[src/rtl/tch_pkg.sv]
// ----------------------------------------------------------------------------
// tch_pkg: shared types and constants for the tilt-compensated heading block
// Holds the CORDIC angle table, register indexes and the lane result type.
// ----------------------------------------------------------------------------
package tch_pkg;

  localparam int unsigned AngTabLen = 24;

  typedef enum logic [0:0] {
    REG_LEAK_KEEP = 1'b0,
    REG_LEAK_TAKE = 1'b1
  } reg_idx_t;

  typedef struct packed {
    logic signed [31:0] offset;
    logic signed [16:0] field;
  } lane_res_t;

  function automatic logic [31:0] atan_of(input logic [4:0] i);
    logic [31:0] v;
    begin
      unique case (i)
        5'd0:  v = 32'd536870912;
        5'd1:  v = 32'd316933406;
        5'd2:  v = 32'd167458907;
        5'd3:  v = 32'd85004756;
        5'd4:  v = 32'd42667331;
        5'd5:  v = 32'd21354465;
        5'd6:  v = 32'd10679838;
        5'd7:  v = 32'd5340245;
        5'd8:  v = 32'd2670163;
        5'd9:  v = 32'd1335087;
        5'd10: v = 32'd667544;
        5'd11: v = 32'd333772;
        5'd12: v = 32'd166886;
        5'd13: v = 32'd83443;
        5'd14: v = 32'd41722;
        5'd15: v = 32'd20861;
        5'd16: v = 32'd10430;
        5'd17: v = 32'd5215;
        5'd18: v = 32'd2608;
        5'd19: v = 32'd1304;
        5'd20: v = 32'd652;
        5'd21: v = 32'd326;
        5'd22: v = 32'd163;
        5'd23: v = 32'd81;
        default: v = 32'd0;
      endcase
      return v;
    end
  endfunction

endpackage

[src/rtl/tch_cordic.sv]
// ----------------------------------------------------------------------------
// tch_cordic: iterative vectoring CORDIC
// One micro-rotation a cycle; yields the heading in 1/64 degree.
// ----------------------------------------------------------------------------
module tch_cordic
  import tch_pkg::*;
#(
  parameter int unsigned STEPS = 16
) (
  input  logic               clk,
  input  logic               rst_n,
  input  logic               start,
  input  logic signed [63:0] xin,
  input  logic signed [63:0] yin,
  output logic               done,
  output logic [14:0]        heading
);

  localparam int unsigned NStep = (STEPS < AngTabLen) ? STEPS : AngTabLen;

  logic signed [65:0] x_r, y_r;
  logic [31:0]        ang_r;
  logic [4:0]         i_r;
  logic               busy_r, zero_r, done_r;
  logic signed [65:0] xs, ys;
  logic [63:0]        prod;
  logic [14:0]        hd_r;
  logic [31:0]        hraw;

  assign xs   = x_r >>> i_r;
  assign ys   = y_r >>> i_r;
  assign prod = {32'd0, ang_r} * 64'd23040 + 64'h80000000;
  assign hraw = prod[63:32];

  always_ff @(posedge clk) begin
    if (!rst_n) begin
      busy_r <= 1'b0;
      done_r <= 1'b0;
    end else begin
      done_r <= 1'b0;
      if (start) begin
        busy_r <= 1'b1;
        zero_r <= (xin == 64'sd0) && (yin == 64'sd0);
        i_r    <= '0;
        if (xin < 0) begin
          x_r   <= -66'(xin);
          y_r   <= -66'(yin);
          ang_r <= 32'h80000000;
        end else begin
          x_r   <= 66'(xin);
          y_r   <= 66'(yin);
          ang_r <= '0;
        end
      end else if (busy_r) begin
        if (i_r == 5'(NStep)) begin
          busy_r <= 1'b0;
          done_r <= 1'b1;
          if (zero_r)                 hd_r <= '0;
          else if (hraw >= 32'd23040) hd_r <= 15'(hraw - 32'd23040);
          else                        hd_r <= hraw[14:0];
        end else begin
          i_r <= i_r + 5'd1;
          if (!y_r[65]) begin
            x_r   <= x_r + ys;
            y_r   <= y_r - xs;
            ang_r <= ang_r + atan_of(i_r);
          end else begin
            x_r   <= x_r - ys;
            y_r   <= y_r + xs;
            ang_r <= ang_r - atan_of(i_r);
          end
        end
      end
    end
  end

  assign done    = done_r;
  assign heading = hd_r;

endmodule

[config.mk]
export PLATFORM = sky130hd
export DESIGN_NAME = tch_cordic
export DESIGN_NICKNAME = d
export VERILOG_FILES = /design/src/rtl/tch_pkg.sv /design/src/rtl/tch_cordic.sv
export SDC_FILE = /design/constraint.sdc
export NUM_CORES = 2
export LEC_CHECK = 0
export BUFFER_PORTS_ARGS = -buffer_cell sky130_fd_sc_hd__buf_2
export CAP_MARGIN = 20
export CORE_MARGIN = 2
export CORE_UTILIZATION = 30
export DETAILED_ROUTE_END_ITERATION = 10
export GPL_TIMING_DRIVEN = 0
export HOLD_SLACK_MARGIN = 0.06
export SYNTH_ARGS = -nofsm -noshare
export SYNTH_HDL_FRONTEND = slang
export SYNTH_SLANG_ARGS = --single-unit
[constraint.sdc]
create_clock -name clk -period 8.7 [get_ports clk]
set_input_delay 1.74 -clock clk [delete_from_list [all_inputs] [get_ports clk]]
set_output_delay 1.74 -clock clk [all_outputs]
set_load 0.005 [all_outputs]
==> results.md <==
- Status: finished clean
- Worst Path Max Fanout: 10
- Crit-path max cell delay: roughly 0.6 ns
- Vias in the first global route: approximately 34000
- Initial antenna violation count: 6
- I/O Pins: 147
- Residual DRC: 0
- Rows: between 100 and 150
- Number of synthesized register bits: approximately 220
- Hold path cells: 2
- Starting density of the core: 0.303
- DRT Pass-1 Iters: 6
- DRT iter0 DRCs: 3517
- GPL Wtd Cong: between 1 and 1.5
- Largest net degree at the start of global routing: 92
- F_max: roughly 0.12 GHz
- Relative max-transition margin: 0.163
- TritonCTS clock tree: done
- Worst hold slack: ~0.55 ns
- Port bufs: 146
- Post-Syn Area per Cell: between 8 and 9 sq um
- Startpoint Class: flop
- Share of the synthesized area in the top cell type: 0.155
- Post-Route WL: around 150 mm
- Layout cell share with drive strength beyond 1: 0.151
- Count of final setup violators: 0
- Total grt overflow: 0
- Crit end category: flop
- Period utilization: 0.973
- Overall die height: approximately 350 um
- Clock skew: about 0.043 ns
- Final hold viol count: 0
- Syn_nets: between 4000 and 5000
- Crit Path Class: flop to flop
- Clk root buf: clkbuf_16
- DPL Wire Length: about 120 mm
- ANT nets after route: 0
- Post-synth EDFFs: 185
- Cell area after synthesis: roughly 36000 sq um
- Final slew viol count: 0
- CTS H-tree lvls: 1
- Synth area leader: edfxtp_1
- Placement Cell Area: 38800 sq um
- Placeable core area: 118000 sq um
- Clock latency on the worst-skew pair: between 0.6 and 0.7 ns
- Slowest CP cell: edfxtp_1
- Ys Warns: 0
- Gate Count Post-Synth: 4233
- Worst slew pin tran: around 1.3 ns
- DIE WIDTH: 350 um
- Reg2Reg Depth: 30
- Fin Setup TNS: 0 ns
- Design area: 40200 sq um
- Via density: just under 6
- GRT Total Usage: 0.239
- Die Area: ~120000 sq um
- CTS Buf Count: 29
- Per-cell routed wire length: between 20 and 25 um
- Minimum clock period after layout: between 8 and 9 ns
- Asr flop ratio synth: 0
- Arr. time, crit path: 8.80 ns
- Fin util: 0.340
- Total Nets Final: ~4900
- Seq/Total Area, Yosys: 0.173
- Maximum clock path buffer count: 3
- Via Count: between 30000 and 40000
- Worst-path clk slew: about 0.060 ns
- First-pass GRT wire length: roughly 220 mm
- TritonCTS Sinks: 217
- Hold Crit Class: flop to flop
- Synth unique cells: between 90 and 100
- Max_cap viols: 0
- Ys flop type: edfxtp_1
- CP Data Required Time: between 9 and 10 ns
- Top cells by area, synth: edfxtp_1 15%, mux4_2 12%, ha_1 9.1%
- Area delta synth->final: 12.1%
- RSZ-0062 raised after global routing: yes
- Crit-path most repeated cell: clkbuf_4
==> through the flow <==
step | setup slack [ns] | cells
floorplan | 0.0381 | 4233
finish | 0.238 | 6046
CTS | 0.00431 | 6041
global placement | -4.44 | 5979
detailed placement | -4.26 | 5986
global route | -0.0183 | 6044
==> final cells by class <==
type	count	area, sq um
Antenna cell	2	5.00
Inverter	186	706
Tap cell	1600	2000
Clock buffer	38	812
Clock inverter	16	140
Timing Repair Buffer	160	898
Multi-Input combinational cell	3599	28200
Sequential cell	217	6200
Buffer	228	1230
Fill cell	12506	78200
==> Yosys cell counts, drive strengths merged (106+ instances only) <==
library cell,number
mux4,198
nor3,106
ha,262
a21oi,377
inv,185
a21o,128
nand2,391
edfxtp,185
xnor2,276
o21ai,318
xor2,181
clkbuf,152
nor2,307
==> critical path, delay by kind of cell (launching register included) <==
kind	cells	cell delay, ns
compound gates	9	2.30
xor+xnor	2	0.55
simple gates	7	1.29
flops	1	0.60
fa+ha+maj	2	0.61
buf+inv	10	2.80
==> worst paths after layout <==
| check | start | slack [ns] | to |
|---|---|---|---|
| max | i_r[4] | 0.24 | x_r[65] |
| min reg2reg | busy_r | 0.55 | done |
| max reg2reg | i_r[4] | 0.24 | x_r[65] |
| min | busy_r | 0.55 | done |
==> cells in the final DEF (no fill, tap or decap), drive strengths merged, types with 69 or more instances in the layout <==
master  Yosys  layout
a21o      128     128
o21ai     318     318
buf        79     232
a21oi     377     377
edfxtp    185     185
mux2       82      82
ha        262     262
inv       185     188
mux2i     103     103
mux4      198     198
nor2      307     307
xnor2     276     276
nand3      69      69
xor2      181     181
clkbuf    152     194
nor3      106     106
nand2     391     391
==> kinds of logic after synthesis <==
kind of cell | Yosys count | share of synthesized area
buffers and inverters | 417 | 0.0463
multiplexers | 383 | 0.179
flip-flops | 217 | 0.173
XOR/XNOR | 457 | 0.112
AND/OR/NAND/NOR | 1244 | 0.168
AO/OA/AOI/OAI | 1211 | 0.208
adder cells (fa/ha/maj) | 304 | 0.115
==> what timing repair did <==
item,CTS,global route
endpoints found under the setup margin,126,33
endpoints found under the hold margin,0,0
hold buffers,0,0
buffers inserted,3,2
gates resized for setup,110,81
pin swaps,2,4
==> layer usage <==
| layer | track usage | wire [um] |
|---|---|---|
| met5 | 0 | 27 |
| met4 | 0.144 | 11000 |
| met3 | 0.0399 | 11200 |
| met2 | 0.389 | 68100 |
| met1 | 0.296 | 59800 |
Power is left out: the tool's default activity adds up to more than one toggle a clock period on the data nets, which glitch-free logic cannot reach.
