[config.mk]
export PLATFORM = sky130hd
export DESIGN_NAME = tch_lane
export DESIGN_NICKNAME = d
export VERILOG_FILES = /design/src/rtl/tch_pkg.sv /design/src/rtl/tch_lane.sv
export SDC_FILE = /design/constraint.sdc
export NUM_CORES = 2
export LEC_CHECK = 0
export BUFFER_PORTS_ARGS = -buffer_cell sky130_fd_sc_hd__buf_4
export CORE_MARGIN = 1
export CORE_UTILIZATION = 50
export CTS_BUF_LIST = sky130_fd_sc_hd__clkbuf_8 sky130_fd_sc_hd__clkbuf_16
export CTS_CLUSTER_DIAMETER = 60
export DETAILED_ROUTE_END_ITERATION = 8
export PLACE_DENSITY = 0.69
export SLEW_MARGIN = 15
export SYNTH_ARGS = -nofsm -noshare
export SYNTH_HDL_FRONTEND = slang
export SYNTH_SLANG_ARGS = --single-unit
[constraint.sdc]
create_clock -name clk -period 16.1 [get_ports clk]
set_clock_uncertainty 0.2 [all_clocks]
set_input_delay 3.22 -clock clk [delete_from_list [all_inputs] [get_ports clk]]
set_output_delay 3.22 -clock clk [all_outputs]
set_load 0.05 [all_outputs]
[src/rtl/tch_pkg.sv]
// ----------------------------------------------------------------------------
// tch_pkg: shared types and constants for the tilt-compensated heading block
// Holds the CORDIC angle table, register indexes and the lane result type.
// ----------------------------------------------------------------------------
package tch_pkg;

  localparam int unsigned AngTabLen = 24;

  typedef enum logic [0:0] {
    REG_LEAK_KEEP = 1'b0,
    REG_LEAK_TAKE = 1'b1
  } reg_idx_t;

  typedef struct packed {
    logic signed [31:0] offset;
    logic signed [16:0] field;
  } lane_res_t;

  function automatic logic [31:0] atan_of(input logic [4:0] i);
    logic [31:0] v;
    begin
      unique case (i)
        5'd0:  v = 32'd536870912;
        5'd1:  v = 32'd316933406;
        5'd2:  v = 32'd167458907;
        5'd3:  v = 32'd85004756;
        5'd4:  v = 32'd42667331;
        5'd5:  v = 32'd21354465;
        5'd6:  v = 32'd10679838;
        5'd7:  v = 32'd5340245;
        5'd8:  v = 32'd2670163;
        5'd9:  v = 32'd1335087;
        5'd10: v = 32'd667544;
        5'd11: v = 32'd333772;
        5'd12: v = 32'd166886;
        5'd13: v = 32'd83443;
        5'd14: v = 32'd41722;
        5'd15: v = 32'd20861;
        5'd16: v = 32'd10430;
        5'd17: v = 32'd5215;
        5'd18: v = 32'd2608;
        5'd19: v = 32'd1304;
        5'd20: v = 32'd652;
        5'd21: v = 32'd326;
        5'd22: v = 32'd163;
        5'd23: v = 32'd81;
        default: v = 32'd0;
      endcase
      return v;
    end
  endfunction

endpackage

[src/rtl/tch_lane.sv]
// ----------------------------------------------------------------------------
// tch_lane: one axis of hard-iron tracking
// Updates the leaky offset of its axis and produces the corrected field.
// ----------------------------------------------------------------------------
module tch_lane
  import tch_pkg::*;
(
  input  logic               clk,
  input  logic               rst_n,
  input  logic               upd,
  input  logic [15:0]        keep,
  input  logic [15:0]        take,
  input  logic signed [15:0] sample,
  output lane_res_t          res
);

  logic signed [31:0] off_r, off_nxt;
  logic signed [16:0] fld_r, fld_nxt;
  logic signed [48:0] p_keep;
  logic signed [32:0] p_take;
  logic signed [49:0] acc;
  logic signed [33:0] rnd;
  logic signed [33:0] diff;
  logic signed [17:0] fl;

  // Two products, about 32x16 and 16x16; the add and round follow in the same cycle.
  always_comb begin
    p_keep  = off_r * $signed({1'b0, keep});
    p_take  = sample * $signed({1'b0, take});
    acc     = 50'(p_keep) + (50'(p_take) <<< 16) + 50'sd32768;
    rnd     = acc[49:16];
    if (rnd > 34'sh07FFFFFFF)       off_nxt = 32'sh7FFFFFFF;
    else if (rnd < -34'sh080000000) off_nxt = 32'sh80000000;
    else                            off_nxt = rnd[31:0];
    diff    = ({{2{sample[15]}}, sample, 16'd0}) - 34'(off_nxt);
    fl      = diff[33:16];
    if (fl > 18'sd65535)        fld_nxt = 17'sd65535;
    else if (fl < -18'sd65536)  fld_nxt = -17'sd65536;
    else                        fld_nxt = fl[16:0];
  end

  always_ff @(posedge clk) begin
    if (!rst_n) begin
      off_r <= '0;
    end else if (upd) begin
      off_r <= off_nxt;
    end
    if (upd) begin
      fld_r <= fld_nxt;
    end
  end

  assign res.offset = off_r;
  assign res.field  = fld_r;

endmodule

==> results_dict.tcl <==
set metrics [dict create \
    grt_setup_unrepaired "true" \
    yosysMostFrequentCell "inv_1" \
    syn_avg_cell_area_um2 8.916 \
    top_layer "met4" \
    maxSlewHeadroom 0.3140 \
    root_buffer "clkbuf_16" \
    ant_nets 0 \
    tightest_slew_ps 1028 \
    fin_crit_ps 15830 \
    finalSetupViolCount 0 \
    status "finished, final reports clean" \
    start_util 0.5101 \
    cts.clk_slew.worst_paths_ps 90 \
    ys_async_sr_fraction 0 \
    synth_area_um2 30330 \
    r2r_start "off_r[9]" \
    antenna_found_initial 0 \
    synthTopCellsByArea "fa_1, ha_1, inv_1" \
    crit_family "adder cells" \
    hold_path.class "reg -> reg" \
    synth_edf_count 17 \
    dieHeight_um 248.3 \
    fmax_mhz 63.15 \
    ys_seq_area_frac 0.03795 \
    crit_top_cell "fa_1" \
    hpwl_um 63630 \
    synthTopCellsByCount "inv_1, fa_1, nand2_1, and2_1, ha_1" \
    fillers 5447 \
    startpoint_type "input port" \
    dr.first_iter.drc_count 1069 \
    postRouteWirelength_um 75590 \
    grt-ovfl-total 0 \
    die_w_um 248.3 \
    drc 0 \
    grt_pass1_vias 24950 \
    numPortBuffers 99 \
    ys_types 74 \
    syn_nets 4451 \
    ys_ff_latch 49 \
    cts_max_level 2 \
    required_ps 16090 \
    cts_buffer_depth 2 \
    hold_violations 0 \
    ctsHoldBuffers 0 \
    rr_worst_depth 31 \
    synth_ff_type "dfxtp_1" \
    fp.dieArea_um2 61660 \
    yosys.area.top_type "fa_1" \
    wl_met1_um 30790 \
    crit_buf_inv 9 \
    synth_top_area_frac 0.4831 \
    endpoint_kind "flop" \
    clk_latency_ps 310 \
    routedWlPerCell_um 17.30 \
    crit_end "fld_r[14]" \
    startpoint "take[6]" \
    cts_tree "built" \
    worstSetupPathType "in -> reg" \
    grtUsageTotal 0.2599 \
    core_um2 59460 \
    routed-wl-met2_um 38750 \
    via_per_inst 5.269 \
    io_pins 100 \
    area_delta_synth_final_pct 11.62 \
    finalSetupTns_ps 0 \
    nets 4645 \
    min_period_over_period 0.9835 \
    cts_sinks 49 \
    cap_violations 0 \
    worst-path-stages 54 \
    gp_congestion 0.9341 \
    grt_pass1_wl_um 125700 \
    slew_viol_final 0 \
    cpPeakStageDelay_ps 580 \
    timing.rr.end "fld_r[13]" \
    crit_path_max_fanout 4 \
    grt_max_degree 69 \
    vias 23030 \
    numCtsBuffers 5 \
    cpMaxStageDelayCell "fa_1" \
    synth_warnings 0 \
    drt_first_pass_iters 7 \
    dr_wl_met3_um 3503 \
    syn_inst 3402 \
    critPathArrivalTime_ps 15820 \
    rows 89 \
    antenna_cells 0 \
    r2r_setup_slack_ps 6190 \
    drive_above_1_share 0.1198 \
]
kinds of logic (layout without fill, tap and decap cells):
family	Yosys count	after routing	synth area share
adders and majority gates	998	998	0.5928
and+or+nand+nor	1033	1033	0.1649
xor gates and xnor gates	67	67	0.01980
DFF	49	49	0.03795
AOI/OAI and AO/OA	302	302	0.06633
buffers and inverters	952	1147	0.1179
muxes	1	1	0.0003300
metrics by stage:
stage / cell area, um^2 / setup WS [ps] / hold WS (ps) / std cells / utilization
6_report: 33860 / 265.3 / 540.9 / 4370 / 0.5694
5_1_grt: 33860 / -216.6 / 551.8 / 4370 / 0.5694
4_1_cts: 33330 / 3.721 / 554.3 / 4360 / 0.5605
3_5_place_dp: 33160 / -685.9 / 542.0 / 4352 / 0.5576
3_3_place_gp: 33160 / -510.7 / 511.8 / 4352 / 0.5576
2_1_floorplan: 30370 / -12.20 / 553.2 / 3402 / -
layer usage:
| metal | vias to the layer above | track usage |
|---|---|---|
| met3 | 127 | 0.02198 |
| met2 | 541 | 0.4639 |
| met4 | 0 | 0.08268 |
| li1 | 10510 | - |
| met1 | 11850 | 0.3330 |
| met5 | - | 0 |
cell type report:
class | count | area, um^2 | area share
Clock buffer | 5 | 125.1 | 0.003695
Timing Repair Buffer | 322 | 2432 | 0.07184
Sequential cell | 49 | 1151 | 0.03400
Clock inverter | 3 | 28.78 | 0.0008499
Tap cell | 773 | 967.2 | 0.02857
Multi-Input combinational cell | 2401 | 26090 | 0.7705
Inverter | 817 | 3067 | 0.09057
how the worst min path moves through the flow:
stage / startpoint / to / slack, ps / cells after the start
2_1_floorplan: off_r[30] / off_r[30] / 550 / 2
3_3_place_gp: off_r[25] / off_r[25] / 510 / 3
3_5_place_dp: off_r[25] / off_r[25] / 540 / 3
4_1_cts: off_r[25] / off_r[25] / 550 / 3
5_1_grt: off_r[25] / off_r[25] / 550 / 3
6_report: off_r[25] / off_r[25] / 540 / 3
what timing repair did:
item,in CTS,in global routing
setup endpoints to repair,9,11
pin swaps,0,79
gates resized for setup,6,100
setup buffers,0,10
gates cloned,0,0
state kept, by name, summed over array words and instances (netlist names):
| register | flops |
|---|---|
| fld_r | 17 |
| off_r | 32 |
cell usage in the layout (no fill, tap or decap), types with 14 or more instances in the layout:
cell type  instances
a211oi_1          17
a21o_1            24
a21oi_1           77
a21oi_2           15
and2_1           325
buf_4            319
dfxtp_1           32
edfxtp_1          17
fa_1             728
ha_1             255
inv_1            806
nand2_1          472
nand2b_1          19
nand3_1           18
nor2_1           100
nor2b_1           14
nor3_1            22
o21a_1            14
o21ai_0           40
xnor2_1           47
xor2_1            15
worst min-delay path, delay by kind of cell, from the launching register on:
family                 cells  cell delay [ps]
AO/OA/AOI/OAI              1               60
AND/OR/NAND/NOR            1              130
buffers and inverters      1              210
flip-flops                 1              300
Power is left out: the tool's default activity adds up to more than one toggle a clock period on the data nets, which glitch-free logic cannot reach.
